$ cat src/rtl/core/preemptive_priority_scheduler_top_assert.svh
// assertion macros shared by the scheduler rtl
`ifndef PREEMPTIVE_PRIORITY_SCHEDULER_TOP_ASSERT_SVH
`define PREEMPTIVE_PRIORITY_SCHEDULER_TOP_ASSERT_SVH

// same-cycle implication
`define PPS_ASSERT_NOW(lbl, ck, rn, ante, cons, msg) \
	lbl: assert property (@(posedge ck) disable iff (!(rn)) (ante) |-> (cons)) \
		else $error(msg);

// next-cycle implication
`define PPS_ASSERT_NXT(lbl, ck, rn, ante, cons, msg) \
	lbl: assert property (@(posedge ck) disable iff (!(rn)) (ante) |=> (cons)) \
		else $error(msg);

`endif

$ cat src/rtl/core/pps_pkg.sv
`timescale 1ns / 1ps
`default_nettype none
package pps_pkg;

	localparam int SLOTS  = 16;
	localparam int SLOT_W = $clog2(SLOTS);

	localparam logic OP_ARRIVE = 1'b0;
	localparam logic OP_TICK   = 1'b1;

	localparam logic KIND_ACK  = 1'b0;
	localparam logic KIND_TICK = 1'b1;

	typedef struct packed {
		logic [7:0]  label;
		logic [7:0]  prio;
		logic [15:0] burst;
		logic [15:0] arrival;
		logic [15:0] remaining;
	} slot_word_t;

	typedef struct packed {
		logic load;
		logic arrive;
		logic scan_rd;
		logic pick_rd;
		logic commit;
	} cmd_t;

	typedef struct packed {
		logic scan_last;
	} stat_t;

endpackage
`default_nettype wire

$ cat src/rtl/core/pps_ram.sv
`timescale 1ns / 1ps
`default_nettype none
module pps_ram #(
	parameter int WIDTH = 8,
	parameter int DEPTH = 16
) (
	input  wire logic                     clk,
	input  wire logic                     we,
	input  wire logic [$clog2(DEPTH)-1:0] waddr,
	input  wire logic [WIDTH-1:0]         wdata,
	input  wire logic [$clog2(DEPTH)-1:0] raddr,
	output logic      [WIDTH-1:0]         rdata
);

	logic [WIDTH-1:0] mem [DEPTH];

	always_ff @(posedge clk) begin
		if (we) begin
			mem[waddr] <= wdata;
		end
		rdata <= mem[raddr];
	end

endmodule
`default_nettype wire

$ cat src/rtl/core/pps_ctrl.sv
`timescale 1ns / 1ps
`default_nettype none
`include "preemptive_priority_scheduler_top_assert.svh"
module pps_ctrl (
	input  wire logic          clk,
	input  wire logic          arst_n,
	input  wire logic          start,
	input  wire logic          opcode,
	input  wire pps_pkg::stat_t stat,
	output pps_pkg::cmd_t      cmd,
	output logic               busy
);
	import pps_pkg::*;

	typedef enum logic [2:0] {
		S_IDLE,
		S_ARRIVE,
		S_SCAN,
		S_DRAIN,
		S_PICK,
		S_COMMIT
	} state_t;

	state_t state_q;

	always_ff @(posedge clk or negedge arst_n) begin
		if (!arst_n) begin
			state_q <= S_IDLE;
		end else begin
			case (state_q)
				S_IDLE: begin
					if (start) begin
						state_q <= (opcode == OP_ARRIVE) ? S_ARRIVE : S_SCAN;
					end
				end
				S_ARRIVE: state_q <= S_IDLE;
				S_SCAN: begin
					if (stat.scan_last) begin
						state_q <= S_DRAIN;
					end
				end
				S_DRAIN:  state_q <= S_PICK;
				S_PICK:   state_q <= S_COMMIT;
				S_COMMIT: state_q <= S_IDLE;
				default:  state_q <= S_IDLE;
			endcase
		end
	end

	always_comb begin
		cmd = '0;
		case (state_q)
			S_IDLE:   cmd.load    = start;
			S_ARRIVE: cmd.arrive  = 1'b1;
			S_SCAN:   cmd.scan_rd = 1'b1;
			S_PICK:   cmd.pick_rd = 1'b1;
			S_COMMIT: cmd.commit  = 1'b1;
			default:  cmd = '0;
		endcase
	end

	assign busy = (state_q != S_IDLE);

	`PPS_ASSERT_NXT(a_idle_holds, clk, arst_n, (state_q == S_IDLE) && !start, state_q == S_IDLE, "left idle without start")
	`PPS_ASSERT_NXT(a_finish_idle, clk, arst_n, cmd.arrive || cmd.commit, !busy, "not idle after a word finished")
	`PPS_ASSERT_NOW(a_load_idle, clk, arst_n, cmd.load, !busy, "load while busy")

endmodule
`default_nettype wire

$ cat src/rtl/core/pps_datapath.sv
`timescale 1ns / 1ps
`default_nettype none
`include "preemptive_priority_scheduler_top_assert.svh"
module pps_datapath (
	input  wire logic          clk,
	input  wire logic          arst_n,
	input  wire pps_pkg::cmd_t cmd,
	output pps_pkg::stat_t     stat,
	input  wire logic [7:0]    job_name,
	input  wire logic [7:0]    job_priority,
	input  wire logic [15:0]   job_burst,
	output logic               strobe,
	output logic               kind,
	output logic               accepted,
	output logic               running_valid,
	output logic [7:0]         running_name,
	output logic               finished,
	output logic [15:0]        turnaround,
	output logic [15:0]        wait_time,
	output logic [15:0]        now_time
);
	import pps_pkg::*;

	logic [SLOTS-1:0]  valid_q;
	logic [15:0]       clock_q;
	logic [SLOT_W-1:0] run_slot_q;
	logic              run_active_q;

	logic [7:0]        name_q;
	logic [7:0]        prio_q;
	logic [15:0]       burst_q;

	logic [SLOT_W-1:0] scan_idx_q;
	logic [SLOT_W-1:0] idx_s1;
	logic              rd_s1;
	logic              best_found_q;
	logic [SLOT_W-1:0] best_idx_q;
	logic [7:0]        best_prio_q;
	logic [7:0]        run_prio_q;
	logic [SLOT_W-1:0] sel_q;

	logic              strobe_q;

	logic                     ram_we;
	logic [SLOT_W-1:0]        ram_waddr;
	logic [SLOT_W-1:0]        ram_raddr;
	slot_word_t               wword;
	slot_word_t               rword;
	logic [$bits(slot_word_t)-1:0] ram_rdata;

	logic              free_any;
	logic [SLOT_W-1:0] free_idx;
	logic              run_keep;
	logic [SLOT_W-1:0] pick_idx;
	logic [15:0]       clock_inc;
	logic              fin;
	logic [15:0]       ta;
	logic [15:0]       wt;

	// lowest free slot
	always_comb begin
		free_any = 1'b0;
		free_idx = '0;
		for (int i = SLOTS - 1; i >= 0; i--) begin
			if (!valid_q[i]) begin
				free_any = 1'b1;
				free_idx = SLOT_W'(i);
			end
		end
	end

	// running job keeps the cpu on a priority tie
	assign run_keep = run_active_q && valid_q[run_slot_q] && (run_prio_q == best_prio_q);
	assign pick_idx = run_keep ? run_slot_q : best_idx_q;

	assign clock_inc = (clock_q == 16'hFFFF) ? clock_q : clock_q + 16'd1;

	assign rword = slot_word_t'(ram_rdata);
	assign fin   = (rword.remaining <= 16'd1);
	assign ta    = clock_inc - rword.arrival;
	assign wt    = (ta >= rword.burst) ? ta - rword.burst : 16'd0;

	assign stat.scan_last = (scan_idx_q == SLOT_W'(SLOTS - 1));

	always_comb begin
		ram_we    = 1'b0;
		ram_waddr = free_idx;
		wword     = '{label: name_q, prio: prio_q, burst: burst_q,
			arrival: clock_q, remaining: burst_q};
		if (cmd.arrive) begin
			ram_we = free_any;
		end else if (cmd.commit) begin
			ram_we          = best_found_q && !fin;
			ram_waddr       = sel_q;
			wword           = rword;
			wword.remaining = rword.remaining - 16'd1;
		end
	end

	assign ram_raddr = cmd.pick_rd ? pick_idx : scan_idx_q;

	pps_ram #(
		.WIDTH($bits(slot_word_t)),
		.DEPTH(SLOTS)
	) u_slot_ram (
		.clk   (clk),
		.we    (ram_we),
		.waddr (ram_waddr),
		.wdata (wword),
		.raddr (ram_raddr),
		.rdata (ram_rdata)
	);

	always_ff @(posedge clk or negedge arst_n) begin
		if (!arst_n) begin
			valid_q      <= '0;
			clock_q      <= '0;
			run_slot_q   <= '0;
			run_active_q <= 1'b0;
			scan_idx_q   <= '0;
			rd_s1        <= 1'b0;
			best_found_q <= 1'b0;
			strobe_q     <= 1'b0;
		end else begin
			strobe_q <= cmd.arrive || cmd.commit;
			rd_s1    <= cmd.scan_rd;
			if (cmd.load) begin
				scan_idx_q   <= '0;
				best_found_q <= 1'b0;
			end
			if (cmd.scan_rd) begin
				scan_idx_q <= scan_idx_q + SLOT_W'(1);
			end
			if (rd_s1 && valid_q[idx_s1] && (!best_found_q || rword.prio < best_prio_q)) begin
				best_found_q <= 1'b1;
			end
			if (cmd.arrive && free_any) begin
				valid_q[free_idx] <= 1'b1;
			end
			if (cmd.commit) begin
				clock_q <= clock_inc;
				if (best_found_q) begin
					if (fin) begin
						valid_q[sel_q] <= 1'b0;
						run_active_q   <= 1'b0;
					end else begin
						run_slot_q   <= sel_q;
						run_active_q <= 1'b1;
					end
				end
			end
		end
	end

	always_ff @(posedge clk) begin
		if (cmd.load) begin
			name_q  <= job_name;
			prio_q  <= job_priority;
			burst_q <= job_burst;
		end
		idx_s1 <= scan_idx_q;
		if (rd_s1 && valid_q[idx_s1] && (!best_found_q || rword.prio < best_prio_q)) begin
			best_idx_q  <= idx_s1;
			best_prio_q <= rword.prio;
		end
		if (rd_s1 && (idx_s1 == run_slot_q)) begin
			run_prio_q <= rword.prio;
		end
		if (cmd.pick_rd) begin
			sel_q <= pick_idx;
		end
		if (cmd.arrive) begin
			kind          <= KIND_ACK;
			accepted      <= free_any;
			running_valid <= 1'b0;
			running_name  <= '0;
			finished      <= 1'b0;
			turnaround    <= '0;
			wait_time     <= '0;
			now_time      <= clock_q;
		end else if (cmd.commit) begin
			kind          <= KIND_TICK;
			accepted      <= 1'b0;
			running_valid <= best_found_q;
			running_name  <= best_found_q ? rword.label : 8'd0;
			finished      <= best_found_q && fin;
			turnaround    <= (best_found_q && fin) ? ta : 16'd0;
			wait_time     <= (best_found_q && fin) ? wt : 16'd0;
			now_time      <= clock_inc;
		end
	end

	assign strobe = strobe_q;

	`PPS_ASSERT_NOW(a_strobe_src, clk, arst_n, strobe_q, $past(cmd.arrive || cmd.commit), "strobe without a finished word")
	`PPS_ASSERT_NOW(a_fin_frees, clk, arst_n, strobe_q && finished, !run_active_q, "finished job still marked running")
	`PPS_ASSERT_NXT(a_clock_mono, clk, arst_n, 1'b1, clock_q >= $past(clock_q), "time went backward")

endmodule
`default_nettype wire

$ cat src/rtl/core/preemptive_priority_scheduler_top.sv
// arrival word: idle accepts it, the arrive state writes a free slot, the result strobe is registered from arrive
// tick word: slot table scanned one entry per cycle from a ram with one read port,
//   then drain, pick and commit states, result strobe registered from commit
// a new word is taken only back in idle; results are strobed for one cycle; the receiver cannot stall them
// reset (arst_n low, asynchronous): all slots free, time 0, no job running
`timescale 1ns / 1ps
`default_nettype none
module preemptive_priority_scheduler_top (
	input  wire logic        clk,
	input  wire logic        arst_n,
	input  wire logic        start,
	output logic             busy,
	input  wire logic        opcode,
	input  wire logic [7:0]  job_name,
	input  wire logic [7:0]  job_priority,
	input  wire logic [15:0] job_burst,
	output logic             strobe,
	output logic             kind,
	output logic             accepted,
	output logic             running_valid,
	output logic [7:0]       running_name,
	output logic             finished,
	output logic [15:0]      turnaround,
	output logic [15:0]      wait_time,
	output logic [15:0]      now_time
);
	import pps_pkg::*;

	cmd_t  cmd;
	stat_t stat;

	pps_ctrl u_ctrl (
		.clk    (clk),
		.arst_n (arst_n),
		.start  (start),
		.opcode (opcode),
		.stat   (stat),
		.cmd    (cmd),
		.busy   (busy)
	);

	pps_datapath u_dp (
		.clk           (clk),
		.arst_n        (arst_n),
		.cmd           (cmd),
		.stat          (stat),
		.job_name      (job_name),
		.job_priority  (job_priority),
		.job_burst     (job_burst),
		.strobe        (strobe),
		.kind          (kind),
		.accepted      (accepted),
		.running_valid (running_valid),
		.running_name  (running_name),
		.finished      (finished),
		.turnaround    (turnaround),
		.wait_time     (wait_time),
		.now_time      (now_time)
	);

endmodule
`default_nettype wire
$ cat config.mk
export PLATFORM = sky130hd
export DESIGN_NAME = preemptive_priority_scheduler_top
export DESIGN_NICKNAME = d
export VERILOG_FILES = /design/src/rtl/core/pps_pkg.sv /design/src/rtl/core/pps_ram.sv /design/src/rtl/core/pps_ctrl.sv /design/src/rtl/core/pps_datapath.sv /design/src/rtl/core/preemptive_priority_scheduler_top.sv
export VERILOG_INCLUDE_DIRS = /design/src /design/src/rtl/core
export SDC_FILE = /design/constraint.sdc
export NUM_CORES = 2
export LEC_CHECK = 0
export BUFFER_PORTS_ARGS = -buffer_cell sky130_fd_sc_hd__buf_2
export CAP_MARGIN = 5
export CORE_ASPECT_RATIO = 1.4
export CORE_MARGIN = 10
export CORE_UTILIZATION = 65
export CTS_BUF_LIST = sky130_fd_sc_hd__clkbuf_4 sky130_fd_sc_hd__clkbuf_8
export DETAILED_ROUTE_END_ITERATION = 8
export GPL_TIMING_DRIVEN = 0
export PLACE_DENSITY = 0.82
export SLEW_MARGIN = 30
export SYNTH_ARGS = -nofsm -noshare
export SYNTH_HDL_FRONTEND = slang
export SYNTH_SLANG_ARGS = --single-unit
$ cat constraint.sdc
create_clock -name clk -period 14 [get_ports clk]
set_clock_uncertainty 0.15 [all_clocks]
set_input_delay 1.4 -clock clk [delete_from_list [all_inputs] [get_ports clk]]
set_output_delay 1.4 -clock clk [all_outputs]
set_load 0.005 [all_outputs]
==> results.toml <==
[run_status]
status = "complete, no violations"

[placement]
place.port_buffers = 97
place_area_sq_um = 54820
post-place-cells = 4636
dp_hpwl_um = 95860
gp_congestion = 0.8940
post-place-ws_ns = 6.850

[detailed_routing]
ant_nets = 0
wl_um = 138000
drt-vias-per-instance = 6.393
dr.pass1.iters = 8
vias = 31720
post_drt_wl_per_cell_um = 27.81
drc_errors = 0
drt_iter0_drc = 3655

[worst_setup_path]
start_kind = "flip-flop"
criticalPathCategory = "reg2reg"
crit_top_cell = "clkbuf_1"
cp-end-kind = "flip-flop"
reg2reg_depth = 25
crit_fanout = 10
max_stage_delay_ns = 0.49
r2r-start = "u_dp.clock_q[3]"
critPathArrivalTime_ns = 7.89
worst_ep_required_time_ns = 14.61
regToRegSetupSlack_ns = 6.72
cpMaxStageDelayCell = "o41ai_1"
critPathTopFamily = "compound AO/OA/AOI/OAI gates"
worst-path-buf-inv = 5
reg2reg_to = "u_dp.wait_time[9]"

[synth]
syn_area_sq_um = 51300
syn-num-nets = 3434
synth_edf_count = 1097
yosys_warnings = 0
avgSynthCellArea_sq_um = 15.29
synth_seq_cells = 1255
synthArstFlopShare_pct = 3.745
synthTopCellsByArea = "edfxtp_1 (64%), mux2i_1 (11%), dfxtp_1 (4.3%)"
yosys.area.top_type = "edfxtp_1"
netlist_instances = 3354
ys.flop_type = "edfxtp_1"
yosysTopAreaCellShare_pct = 64.22
synth_cell_types = 68
yosysSeqAreaShare_pct = 70.84

[clocking]
cts_tree = "done"
post-cts-setup-buffer-count = 0
htreeDepth = 4
clkTransAtPathRegs_ns = 0.07
ctsLongestPathBuffers = 3
cts_hold_buf = 0
cts_root_buffer = "clkbuf_8"
cts_buffers = 176
cts_resized = 0
cts.sinks = 1255
clkLatencyLatePin_ns = 0.87

[sta]
max_freq_ghz = 0.1374
slew_headroom_pct = 29.62
period_share_pct = 52.00
whs_ns = 0.3002
setup_viol = 0
slew_viol_final = 0
tightest_slew_ns = 1.056
setup_ws_ns = 6.720
period_minus_slack_ns = 7.280
hold_viol = 0
fin_setup_tns_ns = 0
grt_setup_unrepaired = "no"

[final_layout]
multi_input_area_sq_um = 14020
layout_commonest_cell = "edfxtp_1"
seq_area_sq_um = 36340
design_area_sq_um = 58530
syn_to_final_growth_pct = 14.10
stdcell_count = 4961
final_cell_mix = "edfxtp_1 (1097), mux2i_1 (574), nand2_1 (307)"
postLayoutCoreUtil_pct = 75.07
fill_cells = 4473
drive_gt1_share_pct = 20.10
nNetsFinal = 3850

[grt]
grt_max_degree = 48
grt_pass1_wl_um = 201500
globalRouteTotalUtil_pct = 29.95
antenna_found_initial = 5
grt_overflow = 0
grt_pass1_vias = 32420

[die]
die_h_um = 352.4
core_sq_um = 77970
initial_core_util_pct = 65.79
io_pins = 98
dieWidth_um = 257.4
die_area_sq_um = 90710
row_count = 121

[min_path]
worstHoldPathType = "reg2reg"
holdPathEnd = "u_dp.best_idx_q[0]"
hp-start = "u_dp.idx_s1[0]"
holdPathStages = 0

[flow_run]
maxCapViolCount = 0

[power_and_ir_drop]
ir_worst_vdd_uv = 122.3
leakagePower_nw = 20.91
cellPowerDensity_nw_per_um2 = 208.0
power_mw = 12.17
## cells in the mapped netlist (6+ instances only)
library cell,n
or3_1,6
a31oi_1,17
mux4_2,9
inv_1,61
mux2i_1,574
a22oi_1,63
o21ai_0,98
buf_1,10
nand2b_1,15
nand3_1,148
a21oi_1,33
buf_6,8
xor2_1,35
nor4_1,9
a21o_1,12
dfxtp_1,111
edfxtp_1,1097
dfrtp_1,47
nand4_1,14
o21bai_1,6
nor2_1,139
nand2_1,307
buf_4,45
o211ai_1,6
nor2b_1,10
a22o_1,22
mux2_2,68
nor3_1,38
clkbuf_1,70
ha_1,42
buf_2,44
a211o_1,63
xnor2_1,50
## registers in the layout (all words and copies together), names as in the netlist, 16 cells and up
register	count
u_dp.valid_q	16
u_dp.now_time	16
u_dp.turnaround	16
u_dp.u_slot_ram.mem	1024
u_dp.clock_q	16
u_dp.wait_time	16
u_dp.burst_q	16
u_dp.u_slot_ram.rdata	64
## metal layers
layer,track usage (%),vias to the layer above,part of all wire [%]
li1,-,13550,-
met1,35.45,15640,35
met2,49.39,2067,49
met3,6.880,457,10
met4,18.11,0,6.2
met5,0,-,0
## logic make-up (layout without fill, tap and decap cells)
family                   Yosys count  count (layout)  share of synthesized area (%)
flip-flops                      1255            1255                          70.84
AND/OR/NAND/NOR                  712             712                          6.093
multiplexers                     652             652                          13.13
AO/OA/AOI/OAI                    367             367                          5.066
buffers and inverters            239             800                          2.310
XOR/XNOR                          85              85                          1.451
adder cells (fa/ha/maj)           44              44                          1.103
other                              0               1                              0
## area by class of cell
class	instances	area share, %
plain buffers	178	1.642
clock inverters	62	0.7803
multi-input cells	1860	23.96
inverters	61	0.3912
well taps	1045	2.234
flip-flops and latches	1255	62.09
diodes	1	0.004276
clock buffers	261	5.325
repair buffers	238	3.570
## power breakdown
group	total, mW	internal, mW	leakage [nW]	switching [mW]
clock	2.90	1.52	1.88	1.37
sequential	4.86	4.68	11.3	0.185
combinational	4.41	1.49	7.72	2.92
## how the worst max path moves through the flow
stage	startpoint	endpoint	slack [ns]	cells past startpoint
detailed placement	u_dp.clock_q[6]	u_dp.wait_time[12]	6.85	26
finish	u_dp.clock_q[3]	u_dp.wait_time[9]	6.72	25
floorplan	u_ctrl.state_q[1]	u_dp.u_slot_ram.mem[0][0]	6.70	11
global placement	u_ctrl.state_q[1]	u_dp.u_slot_ram.mem[2][49]	-0.57	10
CTS	u_dp.clock_q[6]	u_dp.wait_time[9]	6.78	26
global route	u_dp.clock_q[6]	u_dp.wait_time[12]	6.01	26
(Power assumes the default switching activity.)
